===== config.mk =====
export PLATFORM = sky130hd
export DESIGN_NAME = rms_db_level_meter
export DESIGN_NICKNAME = d
export VERILOG_FILES = /design/src/hdl/rdb_pkg.sv /design/src/hdl/rdb_lane.sv /design/src/hdl/rdb_accum.sv /design/src/hdl/rdb_log2.sv /design/src/hdl/rdb_finish.sv /design/src/hdl/rms_db_level_meter.sv
export SDC_FILE = /design/constraint.sdc
export NUM_CORES = 2
export LEC_CHECK = 0
export ABC_AREA = 1
export BUFFER_PORTS_ARGS = -buffer_cell sky130_fd_sc_hd__buf_2
export CAP_MARGIN = 20
export CORE_MARGIN = 2
export CORE_UTILIZATION = 39
export CTS_BUF_LIST = sky130_fd_sc_hd__clkbuf_16
export DETAILED_ROUTE_END_ITERATION = 6
export PLACE_DENSITY_LB_ADDON = 0.08
export SYNTH_ARGS = -nofsm -noshare
export SYNTH_HDL_FRONTEND = slang
export SYNTH_SLANG_ARGS = --single-unit

===== constraint.sdc =====
create_clock -name clk -period 8.3 [get_ports clk]
set_clock_uncertainty 0.2 [all_clocks]
set_input_delay 0.415 -clock clk [delete_from_list [all_inputs] [get_ports clk]]
set_output_delay 0.415 -clock clk [all_outputs]
set_load 0.02 [all_outputs]

===== src/hdl/rdb_pkg.sv =====
`timescale 1ns / 1ps

package rdb_pkg;

	// Defaults for the top-level parameters
	localparam int unsigned MAX_BLOCK_DEF   = 8192;
	localparam int unsigned LOG_ENTRIES_DEF = 64;

	// Datapath widths
	localparam int unsigned SAMPLE_W = 16;
	localparam int unsigned SQ_W     = 31;  // square of a Q1.15 sample, max 2^30
	localparam int unsigned ADD_W    = 32;  // sum of two squares
	localparam int unsigned SUM_W    = 45;
	localparam int unsigned CNT_W    = 14;
	localparam int unsigned CNT_MAX  = 16383;
	localparam int unsigned LOG_W    = 22;  // log2 in Q6.16
	localparam int unsigned L_W      = 24;  // signed log2 of mean power
	localparam int unsigned DBP_W    = 43;  // L times dB constant
	localparam int unsigned DB_W     = 15;
	localparam int unsigned LVL_W    = 16;
	localparam int unsigned SMOOTH_W = 24;
	localparam int unsigned COEFF_W  = 16;

	// Configuration port
	localparam int unsigned CFG_IDX_W  = 2;
	localparam int unsigned CFG_DATA_W = 16;
	localparam logic [CFG_IDX_W-1:0] CFG_CHANNEL_COUNT = 2'd0;
	localparam logic [CFG_IDX_W-1:0] CFG_MUTE          = 2'd1;
	localparam logic [CFG_IDX_W-1:0] CFG_SMOOTH_COEFF  = 2'd2;

	localparam logic [1:0]         CHAN_RESET  = 2'd2;
	localparam logic [COEFF_W-1:0] COEFF_RESET = 16'd58982;

	// dB arithmetic
	localparam logic signed [DB_W-1:0] DB_FLOOR      = -15'sd15360;
	localparam logic [13:0]            DB_SPAN       = 14'd15360;
	localparam logic signed [18:0]     DB_PER_LOG2   = 19'sd197283;  // 10*log10(2), Q.16
	localparam logic signed [L_W-1:0]  L_OFFSET_MONO = 24'sd1966080; // 30.0 in Q.16
	localparam logic signed [L_W-1:0]  L_OFFSET_STEREO = 24'sd2031616; // 31.0 in Q.16
	localparam logic [20:0]            DIV15_MUL     = 21'd1118481;  // floor(2^24/15)

	// Accumulator stage to finisher
	typedef struct packed {
		logic             frame;  // a frame leaves the merge stage
		logic             last;   // ... and it closes a block
		logic [SUM_W-1:0] sum;    // block totals including this frame
		logic [CNT_W-1:0] count;
	} blk_snap_t;

	// log2(1 + f) fraction bits by repeated squaring, x0 in Q2.30
	function automatic logic [15:0] log_frac(input logic [63:0] x0);
		logic [63:0] x;
		logic [15:0] v;
		x = x0;
		v = '0;
		for (int k = 0; k < 16; k++) begin
			x = (x * x) >> 30;
			v = {v[14:0], 1'b0};
			if (x >= (64'd1 << 31)) begin
				v[0] = 1'b1;
				x = x >> 1;
			end
		end
		return v;
	endfunction

endpackage


===== src/hdl/rdb_lane.sv =====
`timescale 1ns / 1ps

module rdb_lane
	import rdb_pkg::*;
(
	input  logic                       clk,
	input  logic                       en,
	input  logic signed [SAMPLE_W-1:0] sample,
	output logic        [SQ_W-1:0]     sq_s1
);

	logic signed [2*SAMPLE_W-1:0] sq;

	assign sq = sample * sample;

	always_ff @(posedge clk) begin
		if (en) begin
			sq_s1 <= sq[SQ_W-1:0];
		end
	end

endmodule


===== src/hdl/rdb_accum.sv =====
`timescale 1ns / 1ps

module rdb_accum
	import rdb_pkg::*;
#(
	parameter int unsigned MAX_BLOCK = MAX_BLOCK_DEF
) (
	input  logic            clk,
	input  logic            arst_n,
	input  logic            fire,
	input  logic            last_of_block,
	input  logic            mute,
	input  logic            stereo,
	input  logic [SQ_W-1:0] sq_l_s1,
	input  logic [SQ_W-1:0] sq_r_s1,
	output blk_snap_t       snap
);

	localparam int unsigned CAP_INT = (MAX_BLOCK < CNT_MAX) ? MAX_BLOCK : CNT_MAX;
	localparam logic [CNT_W-1:0] CAP = CNT_W'(CAP_INT);

	logic             valid_s1;
	logic             last_s1;
	logic [SUM_W-1:0] sum_q;
	logic [CNT_W-1:0] count_q;

	logic             acc_en;
	logic [ADD_W-1:0] add;
	logic [SUM_W:0]   tot;
	logic [SUM_W-1:0] sum_nx;
	logic [CNT_W-1:0] cnt_nx;

	assign acc_en = valid_s1 && !mute && (count_q < CAP);
	assign add    = ADD_W'(sq_l_s1) + (stereo ? ADD_W'(sq_r_s1) : '0);
	assign tot    = (SUM_W+1)'(sum_q) + (SUM_W+1)'(add);
	assign sum_nx = !acc_en ? sum_q : (tot[SUM_W] ? '1 : tot[SUM_W-1:0]);
	assign cnt_nx = acc_en ? count_q + 1'b1 : count_q;

	assign snap.frame = valid_s1;
	assign snap.last  = valid_s1 && last_s1;
	assign snap.sum   = sum_nx;
	assign snap.count = cnt_nx;

	always_ff @(posedge clk or negedge arst_n) begin
		if (!arst_n) begin
			valid_s1 <= 1'b0;
			last_s1  <= 1'b0;
			sum_q    <= '0;
			count_q  <= '0;
		end else begin
			valid_s1 <= fire;
			last_s1  <= fire && last_of_block;
			if (valid_s1 && last_s1) begin
				sum_q   <= '0;
				count_q <= '0;
			end else begin
				sum_q   <= sum_nx;
				count_q <= cnt_nx;
			end
		end
	end

endmodule


===== src/hdl/rdb_log2.sv =====
`timescale 1ns / 1ps

module rdb_log2
	import rdb_pkg::*;
#(
	parameter int unsigned LOG_TABLE_ENTRIES = LOG_ENTRIES_DEF
) (
	input  logic             clk,
	input  logic             arst_n,
	input  logic             start,
	input  logic [SUM_W-1:0] x,
	output logic             done,
	output logic [LOG_W-1:0] result
);

	localparam int unsigned IW = $clog2(LOG_TABLE_ENTRIES);

	typedef enum logic [3:0] {
		LG_IDLE = 4'b0001,
		LG_NORM = 4'b0010,
		LG_IDX  = 4'b0100,
		LG_LOOK = 4'b1000
	} lg_state_t;

	lg_state_t        state_q;
	logic [SUM_W-1:0] x_q;
	logic [5:0]       shift_q;
	logic [5:0]       p_q;
	logic [IW-1:0]    idx_q;
	logic             done_q;
	logic [LOG_W-1:0] result_q;

	logic [15:0]      tbl [LOG_TABLE_ENTRIES];
	logic [IW+31:0]   idx_prod;

	// log2(1 + i/N) fractions, fixed at elaboration
	for (genvar g = 0; g < LOG_TABLE_ENTRIES; g++) begin : g_tbl
		localparam logic [63:0] X0 = (64'd1 << 30)
			+ ((64'(g) << 30) / 64'(LOG_TABLE_ENTRIES));
		assign tbl[g] = log_frac(X0);
	end

	// 31 bits below the leading one, scaled to a table index
	assign idx_prod = (IW+32)'(x_q[SUM_W-2:SUM_W-32]) * (IW+32)'(LOG_TABLE_ENTRIES);

	assign done   = done_q;
	assign result = result_q;

	always_ff @(posedge clk) begin
		unique case (state_q)
			LG_IDLE: begin
				if (start) begin
					x_q     <= x;
					shift_q <= '0;
				end
			end
			LG_NORM: begin
				if (!(x_q[SUM_W-1] || x_q == '0)) begin
					if (x_q[SUM_W-1 -: 8] == '0) begin
						x_q     <= x_q << 8;
						shift_q <= shift_q + 6'd8;
					end else if (x_q[SUM_W-1 -: 4] == '0) begin
						x_q     <= x_q << 4;
						shift_q <= shift_q + 6'd4;
					end else begin
						x_q     <= x_q << 1;
						shift_q <= shift_q + 6'd1;
					end
				end
			end
			LG_IDX: begin
				idx_q <= idx_prod[IW+30:31];
				p_q   <= 6'(SUM_W - 1) - shift_q;
			end
			LG_LOOK: begin
				result_q <= {p_q, 16'b0} + LOG_W'(tbl[idx_q]);
			end
			default: ;
		endcase
	end

	always_ff @(posedge clk or negedge arst_n) begin
		if (!arst_n) begin
			state_q <= LG_IDLE;
			done_q  <= 1'b0;
		end else begin
			done_q <= 1'b0;
			unique case (state_q)
				LG_IDLE: if (start) state_q <= LG_NORM;
				LG_NORM: if (x_q[SUM_W-1] || x_q == '0) state_q <= LG_IDX;
				LG_IDX:  state_q <= LG_LOOK;
				LG_LOOK: begin
					done_q  <= 1'b1;
					state_q <= LG_IDLE;
				end
				default: state_q <= LG_IDLE;
			endcase
		end
	end

endmodule


===== src/hdl/rdb_finish.sv =====
`timescale 1ns / 1ps

module rdb_finish
	import rdb_pkg::*;
#(
	parameter int unsigned LOG_TABLE_ENTRIES = LOG_ENTRIES_DEF
) (
	input  logic                    clk,
	input  logic                    arst_n,
	input  blk_snap_t               snap,
	input  logic                    mute,
	input  logic                    stereo,
	input  logic [COEFF_W-1:0]      coeff,
	output logic                    busy,
	output logic                    out_valid,
	input  logic                    out_stall,
	output logic [LVL_W-1:0]        level,
	output logic signed [DB_W-1:0]  level_db
);

	typedef enum logic [9:0] {
		FS_IDLE  = 10'b0000000001,
		FS_LOGS  = 10'b0000000010,
		FS_LOGC  = 10'b0000000100,
		FS_DBMUL = 10'b0000001000,
		FS_DB    = 10'b0000010000,
		FS_DIV   = 10'b0000100000,
		FS_FIX   = 10'b0001000000,
		FS_SMA   = 10'b0010000000,
		FS_SMB   = 10'b0100000000,
		FS_OUT   = 10'b1000000000
	} fin_state_t;

	fin_state_t              state_q;
	logic                    start_q;
	logic                    mute_blk_q;
	logic [SUM_W-1:0]        sum_q;
	logic [CNT_W-1:0]        cnt_q;
	logic [LOG_W-1:0]        ls_q;
	logic signed [L_W-1:0]   l_q;
	logic signed [DBP_W-1:0] dbp_q;
	logic signed [DB_W-1:0]  db_q;
	logic [19:0]             n_q;
	logic [16:0]             q0_q;
	logic [LVL_W-1:0]        norm_q;
	logic [39:0]             pa_q;
	logic [40:0]             pb_q;
	logic [SMOOTH_W-1:0]     smooth_q;
	logic                    out_valid_q;
	logic [LVL_W-1:0]        level_q;
	logic signed [DB_W-1:0]  level_db_q;

	logic                    log_done;
	logic [LOG_W-1:0]        log_res;
	logic [SUM_W-1:0]        log_x;
	logic signed [L_W-1:0]   l_nx;
	logic signed [DBP_W-1:0] dbp_rnd;
	logic signed [18:0]      db_full;
	logic [13:0]             db_off;
	logic [19:0]             n_nx;
	logic [40:0]             q_prod;
	logic [20:0]             q_x15;
	logic [20:0]             rem;
	logic [16:0]             q_fix;
	logic [41:0]             blend;
	logic                    out_free;

	rdb_log2 #(
		.LOG_TABLE_ENTRIES(LOG_TABLE_ENTRIES)
	) u_log2 (
		.clk   (clk),
		.arst_n(arst_n),
		.start (start_q),
		.x     (log_x),
		.done  (log_done),
		.result(log_res)
	);

	assign log_x = (state_q == FS_LOGC) ? SUM_W'(cnt_q) : sum_q;

	// mean power in log2, less the Q30 scale of the squares and the channel count
	assign l_nx = $signed(L_W'(ls_q)) - $signed(L_W'(log_res))
		- (stereo ? L_OFFSET_STEREO : L_OFFSET_MONO);

	assign dbp_rnd = dbp_q + $signed(DBP_W'(1) << 23);
	assign db_full = dbp_rnd[DBP_W-1:24];

	// (db + 60 dB) / 60 dB in Q0.16, divide by 15 via reciprocal
	assign db_off = 14'(db_q - DB_FLOOR);
	assign n_nx   = {db_off, 6'b0} + 20'd7;
	assign q_prod = 41'(n_nx) * 41'(DIV15_MUL);
	assign q_x15  = (21'(q0_q) << 4) - 21'(q0_q);
	assign rem    = 21'(n_q) - q_x15;
	assign q_fix  = (rem >= 21'd15) ? q0_q + 1'b1 : q0_q;

	assign blend    = 42'(pa_q) + 42'(pb_q) + 42'd32768;
	assign out_free = !out_valid_q || !out_stall;

	assign busy      = (state_q != FS_IDLE);
	assign out_valid = out_valid_q;
	assign level     = level_q;
	assign level_db  = level_db_q;

	// datapath
	always_ff @(posedge clk) begin
		unique case (state_q)
			FS_IDLE: begin
				if (snap.last) begin
					sum_q <= snap.sum;
					cnt_q <= snap.count;
					if (mute || snap.sum == '0) begin
						db_q <= DB_FLOOR;
					end
				end
			end
			FS_LOGS: if (log_done) ls_q <= log_res;
			FS_LOGC: if (log_done) l_q <= l_nx;
			FS_DBMUL: dbp_q <= DBP_W'(l_q) * DBP_W'(DB_PER_LOG2);
			FS_DB: begin
				if (db_full < 19'(DB_FLOOR)) begin
					db_q <= DB_FLOOR;
				end else if (db_full > 19'sd0) begin
					db_q <= '0;
				end else begin
					db_q <= db_full[DB_W-1:0];
				end
			end
			FS_DIV: begin
				n_q  <= n_nx;
				q0_q <= q_prod[40:24];
			end
			FS_FIX: norm_q <= q_fix[16] ? '1 : q_fix[LVL_W-1:0];
			FS_SMA: pa_q <= 40'(smooth_q) * 40'(coeff);
			FS_SMB: pb_q <= 41'({norm_q, 8'b0}) * 41'(17'h10000 - 17'(coeff));
			FS_OUT: begin
				if (out_free) begin
					level_db_q <= db_q;
					level_q    <= mute_blk_q ? '0 : blend[39:24];
				end
			end
			default: ;
		endcase
	end

	// control and smoothed level
	always_ff @(posedge clk or negedge arst_n) begin
		if (!arst_n) begin
			state_q     <= FS_IDLE;
			start_q     <= 1'b0;
			mute_blk_q  <= 1'b0;
			smooth_q    <= '0;
			out_valid_q <= 1'b0;
		end else begin
			start_q <= 1'b0;
			if (out_valid_q && !out_stall) begin
				out_valid_q <= 1'b0;
			end
			if (snap.frame && mute) begin
				smooth_q <= '0;
			end
			unique case (state_q)
				FS_IDLE: begin
					if (snap.last) begin
						mute_blk_q <= mute;
						if (mute) begin
							state_q <= FS_OUT;
						end else if (snap.sum == '0) begin
							state_q <= FS_DIV;
						end else begin
							state_q <= FS_LOGS;
							start_q <= 1'b1;
						end
					end
				end
				FS_LOGS: begin
					if (log_done) begin
						state_q <= FS_LOGC;
						start_q <= 1'b1;
					end
				end
				FS_LOGC:  if (log_done) state_q <= FS_DBMUL;
				FS_DBMUL: state_q <= FS_DB;
				FS_DB:    state_q <= FS_DIV;
				FS_DIV:   state_q <= FS_FIX;
				FS_FIX:   state_q <= FS_SMA;
				FS_SMA:   state_q <= FS_SMB;
				FS_SMB:   state_q <= FS_OUT;
				FS_OUT: begin
					if (out_free) begin
						smooth_q    <= mute_blk_q ? '0 : blend[39:16];
						out_valid_q <= 1'b1;
						state_q     <= FS_IDLE;
					end
				end
				default: state_q <= FS_IDLE;
			endcase
		end
	end

`ifndef SYNTHESIS
	// a block closes only when the finisher is free
	assert property (@(posedge clk) disable iff (!arst_n)
		snap.last |-> state_q == FS_IDLE)
		else $error("block closed while finisher busy");

	// no frame may reach the accumulators while a block is being finished
	assert property (@(posedge clk) disable iff (!arst_n)
		state_q != FS_IDLE |-> !snap.frame)
		else $error("frame accumulated during finish");

	// reported level stays within the clamp range
	assert property (@(posedge clk) disable iff (!arst_n)
		out_valid_q |-> (level_db_q <= 15'sd0 && level_db_q >= DB_FLOOR))
		else $error("level_db outside clamp range");

	// a muted block reports the floor
	assert property (@(posedge clk) disable iff (!arst_n)
		(state_q == FS_OUT && mute_blk_q && out_free) |=> (level_q == '0 && level_db_q == DB_FLOOR))
		else $error("muted block not at floor");
`endif

endmodule


===== src/hdl/rms_db_level_meter.sv =====
`timescale 1ns / 1ps

// Block RMS level meter. Each input transaction is one stereo frame of signed
// Q1.15 samples; frames inside a block are taken one per clock. The frame that
// carries last_of_block closes the block: the mean power over frames and
// channels is taken as 10*log10 through a log2 table, clamped to -60..0 dB
// (level_db, Q8.8), mapped to 0..1 and blended into a one-pole smoothed level
// (level, Q0.16), giving one output transaction. For a block with power the
// shared log2 unit runs twice with a shift-by-8/4/1 leading-one search,
// first on the block sum and then on the frame count; the dB multiply,
// the divide-by-15 normalization with its fix-up step and the two
// smoothing multiplies follow in registered states of their own. A
// silent block skips the log2 unit and a muted one goes straight to the
// output register. in_stall is high from the cycle after
// the closing frame until the report is registered, and longer while
// out_stall holds the previous report. Write configuration only while idle:
// cfg_index 0 = channel_count (1 left only, 2 both; 0 acts as 1, 3 as 2),
// 1 = mute, 2 = smoothing_coeff (weight of the previous level, Q0.16). While
// muted frames are not accumulated, the smoothed level is held at zero and a
// closed block reports level 0 at -60 dB. Sum and frame count saturate; frames
// past min(MAX_BLOCK, 16383) in a block are dropped.

module rms_db_level_meter
	import rdb_pkg::*;
#(
	parameter int unsigned MAX_BLOCK         = MAX_BLOCK_DEF,
	parameter int unsigned LOG_TABLE_ENTRIES = LOG_ENTRIES_DEF
) (
	input  logic                       clk,
	input  logic                       arst_n,

	// configuration writes
	input  logic                       cfg_valid,
	output logic                       cfg_ready,
	input  logic [CFG_IDX_W-1:0]       cfg_index,
	input  logic [CFG_DATA_W-1:0]      cfg_data,

	// frame input
	input  logic                       in_valid,
	output logic                       in_stall,
	input  logic signed [SAMPLE_W-1:0] left_sample,
	input  logic signed [SAMPLE_W-1:0] right_sample,
	input  logic                       last_of_block,

	// level output
	output logic                       out_valid,
	input  logic                       out_stall,
	output logic [LVL_W-1:0]           level,
	output logic signed [DB_W-1:0]     level_db
);

	logic [1:0]         chan_q;
	logic               mute_q;
	logic [COEFF_W-1:0] coeff_q;

	logic               fire;
	logic               stereo;
	logic               fin_busy;
	logic [SQ_W-1:0]    sq_l_s1;
	logic [SQ_W-1:0]    sq_r_s1;
	blk_snap_t          snap;

	// configuration registers; writes always accepted
	assign cfg_ready = 1'b1;

	always_ff @(posedge clk or negedge arst_n) begin
		if (!arst_n) begin
			chan_q  <= CHAN_RESET;
			mute_q  <= 1'b0;
			coeff_q <= COEFF_RESET;
		end else if (cfg_valid && cfg_ready) begin
			unique case (cfg_index)
				CFG_CHANNEL_COUNT: chan_q  <= cfg_data[1:0];
				CFG_MUTE:          mute_q  <= cfg_data[0];
				CFG_SMOOTH_COEFF:  coeff_q <= cfg_data[COEFF_W-1:0];
				default: ;
			endcase
		end
	end

	// 2 or 3 mean both channels
	assign stereo = chan_q[1];

	// hold off while a closing frame is in the merge stage or a block is being finished
	assign in_stall = fin_busy || snap.last;
	assign fire     = in_valid && !in_stall;

	// one squaring lane per channel
	rdb_lane u_lane_l (
		.clk   (clk),
		.en    (fire),
		.sample(left_sample),
		.sq_s1 (sq_l_s1)
	);

	rdb_lane u_lane_r (
		.clk   (clk),
		.en    (fire),
		.sample(right_sample),
		.sq_s1 (sq_r_s1)
	);

	// merge lanes into the block sum and frame count
	rdb_accum #(
		.MAX_BLOCK(MAX_BLOCK)
	) u_accum (
		.clk          (clk),
		.arst_n       (arst_n),
		.fire         (fire),
		.last_of_block(last_of_block),
		.mute         (mute_q),
		.stereo       (stereo),
		.sq_l_s1      (sq_l_s1),
		.sq_r_s1      (sq_r_s1),
		.snap         (snap)
	);

	// log-domain dB, normalization, smoothing and output register
	rdb_finish #(
		.LOG_TABLE_ENTRIES(LOG_TABLE_ENTRIES)
	) u_finish (
		.clk      (clk),
		.arst_n   (arst_n),
		.snap     (snap),
		.mute     (mute_q),
		.stereo   (stereo),
		.coeff    (coeff_q),
		.busy     (fin_busy),
		.out_valid(out_valid),
		.out_stall(out_stall),
		.level    (level),
		.level_db (level_db)
	);

endmodule


* Word level (Yosys, flattened, before mapping)
Memory sizes are Yosys's and may differ from the RTL's. Cells that the tools add are included.
Storage, ports and cells: register bits 588, ROM bits 1024, bits of input ports 56, word-level logic and storage cells 173, memories 1
Memories:
- (no name shown) | depth 64, width 16, read ports 1, clocked after Yosys merged registers in 0, wr ports 0, line rdb_log2.sv:76 | result_q <= {p_q, 16'b0} + LOG_W'(tbl[idx_q]);
Operators by class: add/subtract/negate cells 19, $mul 6, $lt $le $gt $ge 5, eq/ne operators 25, muxes and demuxes 49, bitwise gates (word level) 1, reduce and logical (&&, ||, !) cells 33
Operators by type and width (count):
- 2-to-1 mux 45 bit | 8
- case mux 10 bit (10 select lines) | 1
- 2-to-1 mux 24 bit | 4
- logical NOT 45 bit | 2
- case mux 45 bit (2 select lines) | 1
- multiplier 16 x 16 -> 31 bit | 2
- 2-to-1 mux 15 bit | 4
- 2-to-1 mux 10 bit | 5
- adder 45 x 32 -> 46 bit | 1
- adder 43 x 25 -> 43 bit (second input constant) | 1
- multiplier 24 x 19 -> 43 bit (second input constant) | 1
- multiplier 16 x 41 -> 32 bit | 1
- multiplier 20 x 21 -> 41 bit (second input constant) | 1
- adder 40 x 16 -> 40 bit (second input constant) | 1
- adder 40 bit | 1
- multiplier 24 x 16 -> 40 bit | 1
- 2-to-1 mux 17 bit | 2
- adder 31 x 32 -> 32 bit | 1
- 2-to-1 mux 16 bit | 2
- 2-to-1 mux 31 bit | 1
- 2-to-1 mux 6 bit | 5
- case mux 15 bit (2 select lines) | 1
- 2-to-1 mux 14 bit | 2
- subtractor 24 bit | 1
- other kinds (53) | 88

* Longest topological paths before layout
depth in word-level cells 10, mapped depth 43

* By module
Synthesis repeated with hierarchy kept, for this count alone.
Unflattened totals: cell total of the unflattened synthesis 10441, area, all modules 83685.3 µm²
By module, submodules not included:
- rdb_finish | instances 1, cells each 5945, area an instance 49045.8 µm², sequential area each 9395.3 µm²
- rdb_lane (u_lane_r) | instances 1, cells each 1296, area an instance 10513.8 µm², sequential area each 900.9 µm²
- rdb_lane (u_lane_l) | instances 1, cells each 1263, area an instance 10466.3 µm², sequential area each 900.9 µm²
- rdb_accum | instances 1, cells each 1082, area an instance 6986.7 µm², sequential area each 1526.5 µm²
- rdb_log2 | instances 1, cells each 766, area an instance 5861.9 µm², sequential area each 2678.8 µm²
- rms_db_level_meter | instances 1, cells each 89, area an instance 810.8 µm², sequential area each 462.9 µm²

* Worst setup path before layout
No wires, ideal clock.
path type flip-flop to flip-flop, start point register coeff_q[1], end point register u_finish.pb_q[39], data pin, arrival 6.926 ns, path slack 0.914 ns, cell stages (with the launch flop) 38, cell sequence dfstp_2 > buf_2 > clkbuf_1 > inv_1 > ha_1 > nand2_1 > nor2_1 > nand3_1 > or3_1 > nor2_1 > nand2_1 > nor2_1 > nand2_1 > o21ai_0 > nand2_1 > inv_1 > clkbuf_1 > nand2_1 > (+2 left out) > fa_1 > fa_1 > inv_1 > fa_1 > fa_1 > inv_1 > fa_1 > ha_1 > nand2_1 > nor2_1 > inv_1 > nor2_1 > nor2_1 > o221ai_1 > a21oi_1 > nor2_1 > nor2_1 > xor2_1
Between the ends: cells in the longest elaborated chain, start to end 2
RTL lines:
- from (decl) | line rms_db_level_meter.sv:54 | logic [COEFF_W-1:0] coeff_q;
- from (signal assigned) | line rms_db_level_meter.sv:75 | CFG_SMOOTH_COEFF: coeff_q <= cfg_data[COEFF_W-1:0];
- subtractor 17 x 16 -> 18 bit | line rdb_finish.sv:134 | FS_SMB: pb_q <= 41'({norm_q, 8'b0}) * 41'(17'h10000 - 17'(coeff));
- multiplier 16 x 41 -> 32 bit | line rdb_finish.sv:134
- to (signal assigned) | line rdb_finish.sv:134
- to (decl) | line rdb_finish.sv:47 | logic [40:0] pb_q;
No other way between the ends. A chain may end at the register's enable or synchronous reset.

* Worst setup path in the final report
start point register coeff_q[0], end point register u_finish.pb_q[35], data pin
Same word-level chain as after synthesis.

==> flow_metrics.tcl <==
set metrics [dict create \
    global_route.overflow_total 0 \
    vias 60500 \
    synth_fp_nets 11600 \
    yosys-mux-area-fraction 0.000969 \
    synthAdderAreaFrac 0.413 \
    min_to "u_finish.out_valid" \
    design.core.area_um2 204000 \
    clock-sinks 548 \
    route.detailed.vias_per_inst 4.91 \
    timing.critical_path.fanout_max 8 \
    grt_pass1_wl_um 358000 \
    holdWs_ns 0.0842 \
    path_common_cell "sky130_fd_sc_hd__fa_1" \
    critPathLaunchType "flop" \
    leading_post_synthesis_cells_by_cell_area "sky130_fd_sc_hd__fa_1 28%, sky130_fd_sc_hd__edfxtp_1 16%, sky130_fd_sc_hd__ha_1 14%" \
    nets 11600 \
    synthDistinctLibCells 68 \
    final-hold-violation-count 0 \
    max_cap_violations 0 \
    critical_path.slowest_cell "sky130_fd_sc_hd__fa_1" \
    setup_tns_after_final_layout_ns 0 \
    post-dp-hpwl_um 184000 \
    synth_compound_gate_area_share 0.0719 \
    wire_per_inst_um 18.3 \
    routed_wl_um 225000 \
    synth.cell_area_um2 80000 \
    antenna_violating_nets_post_route 0 \
    combinational_family_with_the_most_area_after_synthesis "adder cells" \
    timing.rr.end "u_finish.pb_q[35]" \
    timing.setup.critical_path_class "reg -> reg" \
    grt_usage 0.218 \
    hold_class "in -> reg" \
    syn_area_per_cell_um2 8.37 \
    slowest_stage_delay_on_critical_path_ns 0.54 \
    timing_worst_slew_pin_value_ns 1.03 \
    final_layout_size_suffix_gt1_frac 0.0423 \
    grt_setup_unrepaired "false" \
    synth.yosys.seq_area_share 0.198 \
    ff2ff_path_depth 32 \
    period_needed_ns 7.89 \
    tritoncts "yes" \
    cts_made_buffers 74 \
    max_clock_freq_mhz 127 \
    effective_utilization_at_floorplan 0.392 \
    synth_edf_count 427 \
    floorplan.io_pins 90 \
    postSynthRegisterBits 548 \
    max_slew_margin 0.313 \
    path_clk_slew_ns 0.06 \
    whs_path_depth 3 \
    synthArstFlopShare 0.221 \
    fp.dieArea_um2 209000 \
    i_o_buffers 88 \
    clk-insertion-delay-late_ns 0.69 \
    timing.reg2reg.setup_slack_ns 0.41 \
    report.final.slew_viol_count 0 \
    timing.hold.worst.start "out_stall" \
    crit_required_ns 8.53 \
    drt_drc_violations_left 0 \
    yosys_warnings 0 \
    die-width_um 457 \
    cts_root_buffer "sky130_fd_sc_hd__clkbuf_16" \
    dieHeight_um 457 \
    synthesis.instances 9568 \
    grt_pass1_vias 63200 \
    drt-pass1-iter-count 6 \
    h-tree-depth 3 \
    gp_congestion 0.893 \
    critPathArrivalTime_ns 8.12 \
    sort_of_element_at_the_end_of_the_critical_path "flop" \
    post-cts-setup-buffer-count 0 \
    synth_largest_type_area_fraction 0.277 \
    largest_net_degree_at_the_start_of_global_routing 77 \
    antenna_found_initial 3 \
    setup_viol_count_final 0 \
    synth_xor_xnor_area_share 0.0383 \
    relative_area_change_from_synthesis_to_final_layout_pct 7.67 \
    initialDrtViolationCount 3604 \
    synth_flop_cell "sky130_fd_sc_hd__edfxtp_1" \
    placement_rows 166 \
    post-route-period-util 0.951 \
    outcome "finished clean" \
    synth-simple-area-share 0.150 \
    clk_path_buf_depth 3 \
    r2r-start "coeff_q[0]" \
    synthDominantAreaCellType "sky130_fd_sc_hd__fa_1" \
]
==> area by class of cell <==
cell class	count	area, um^2
antenna	3	7.51
clock buffer	75	1880
clock inverter	62	564
fill	20900	118000
inverter	2438	9160
multi-input combinational	6306	54000
sequential	548	15900
tap	2688	3360
timing repair buffer	193	1310
==> cells in the final DEF (no fill, tap or decap), types with 75 or more instances in the layout <==
master	instances
sky130_fd_sc_hd__edfxtp_1	427
sky130_fd_sc_hd__dfrtp_1	109
sky130_fd_sc_hd__buf_4	83
sky130_fd_sc_hd__buf_2	87
sky130_fd_sc_hd__clkbuf_16	75
sky130_fd_sc_hd__xor2_1	224
sky130_fd_sc_hd__inv_1	2438
sky130_fd_sc_hd__o21ai_0	343
sky130_fd_sc_hd__a21oi_1	444
sky130_fd_sc_hd__ha_1	870
sky130_fd_sc_hd__nor2_1	584
sky130_fd_sc_hd__xnor2_1	126
sky130_fd_sc_hd__nand2_1	1862
sky130_fd_sc_hd__nand3_1	217
sky130_fd_sc_hd__fa_1	1107
==> cells by family (layout without fill, tap and decap cells) <==
kind of cell,count (synthesis),after routing
simple gates,2943,2943
buf+inv,2714,2768
fa+ha+maj,1979,1979
compound gates,1026,1026
flops,548,548
xor+xnor,350,350
mux,7,7
other cells,1,4
==> worst max path at each step <==
stage | cells after the start | slack (ns) | endpoint | from
finish | 32 | 0.41 | u_finish.pb_q[35] | coeff_q[0]
global route | 31 | 0.02 | u_finish.pb_q[36] | coeff_q[0]
CTS | 34 | 0.29 | u_finish.pb_q[39] | coeff_q[0]
detailed placement | 34 | 0.30 | u_finish.pb_q[39] | coeff_q[0]
global placement | 33 | 0.34 | u_finish.pb_q[39] | coeff_q[0]
floorplan | 37 | 0.91 | u_finish.pb_q[39] | coeff_q[1]
==> registers in the layout (all words and copies together) (netlist names), 24 cells and up <==
name	flops
u_finish.smooth_q	24
u_finish.l_q	24
u_finish.pb_q	32
u_lane_r.sq_s1	30
u_finish.pa_q	32
u_lane_l.sq_s1	30
u_finish.u_log2.x_q	45
u_accum.sum_q	45
u_finish.sum_q	45
==> cell usage after synthesis (28+ instances only) <==
master                     instances
sky130_fd_sc_hd__or2_2            52
sky130_fd_sc_hd__edfxtp_1        427
sky130_fd_sc_hd__a21oi_1         446
sky130_fd_sc_hd__nor3_1           72
sky130_fd_sc_hd__fa_1           1107
sky130_fd_sc_hd__inv_1          2428
sky130_fd_sc_hd__xor2_1          224
sky130_fd_sc_hd__ha_1            872
sky130_fd_sc_hd__nand2_1        1862
sky130_fd_sc_hd__xnor2_1         126
sky130_fd_sc_hd__clkbuf_1        251
sky130_fd_sc_hd__nand3_1         217
sky130_fd_sc_hd__nor2_1          590
sky130_fd_sc_hd__o21ai_0         346
sky130_fd_sc_hd__dfrtp_1         109
sky130_fd_sc_hd__a31oi_1          35
sky130_fd_sc_hd__nand4_1          71
sky130_fd_sc_hd__nor4_1           28
==> critical path: cells and delay by family (launching register included) <==
| family | cells | cell delay [ns] |
|---|---|---|
| DFF | 1 | 0.43 |
| adders and majority gates | 7 | 3.35 |
| buffers and inverters | 6 | 0.45 |
| AOI/OAI and AO/OA | 5 | 0.91 |
| xor gates and xnor gates | 1 | 0.14 |
| and+or+nand+nor | 13 | 2.16 |
==> per-stage QoR <==
| stage | cell area [um^2] | setup WS [ns] | std cells | utilization |
|---|---|---|---|---|
| CTS | 86200 | 0.291 | 12300 | 0.422 |
| floorplan | 80000 | 0.914 | 9568 | - |
| finish | 86200 | 0.408 | 12300 | 0.422 |
| detailed placement | 83500 | 0.301 | 12200 | 0.409 |
| global placement | 83500 | 0.343 | 12200 | 0.408 |
| global route | 86200 | 0.0204 | 12300 | 0.422 |
==> routing by layer <==
layer,global-route usage,wire length (um),vias up
met1,0.299,102000,30000
met4,0.0405,3730,0
met2,0.375,110000,1069
li1,-,-,29300
met3,0.0229,8530,181
met5,0,0,-
==> timing repair <==
item | CTS | global route
endpoints found under the setup margin | 0 | 7
gates resized for setup | 0 | 7
hold buffers | 21 | 0
hold endpoints to repair | 84 | 0
Power is not shown: default switching activity piles up to over one toggle a cycle in this logic, so the estimate is an artifact.
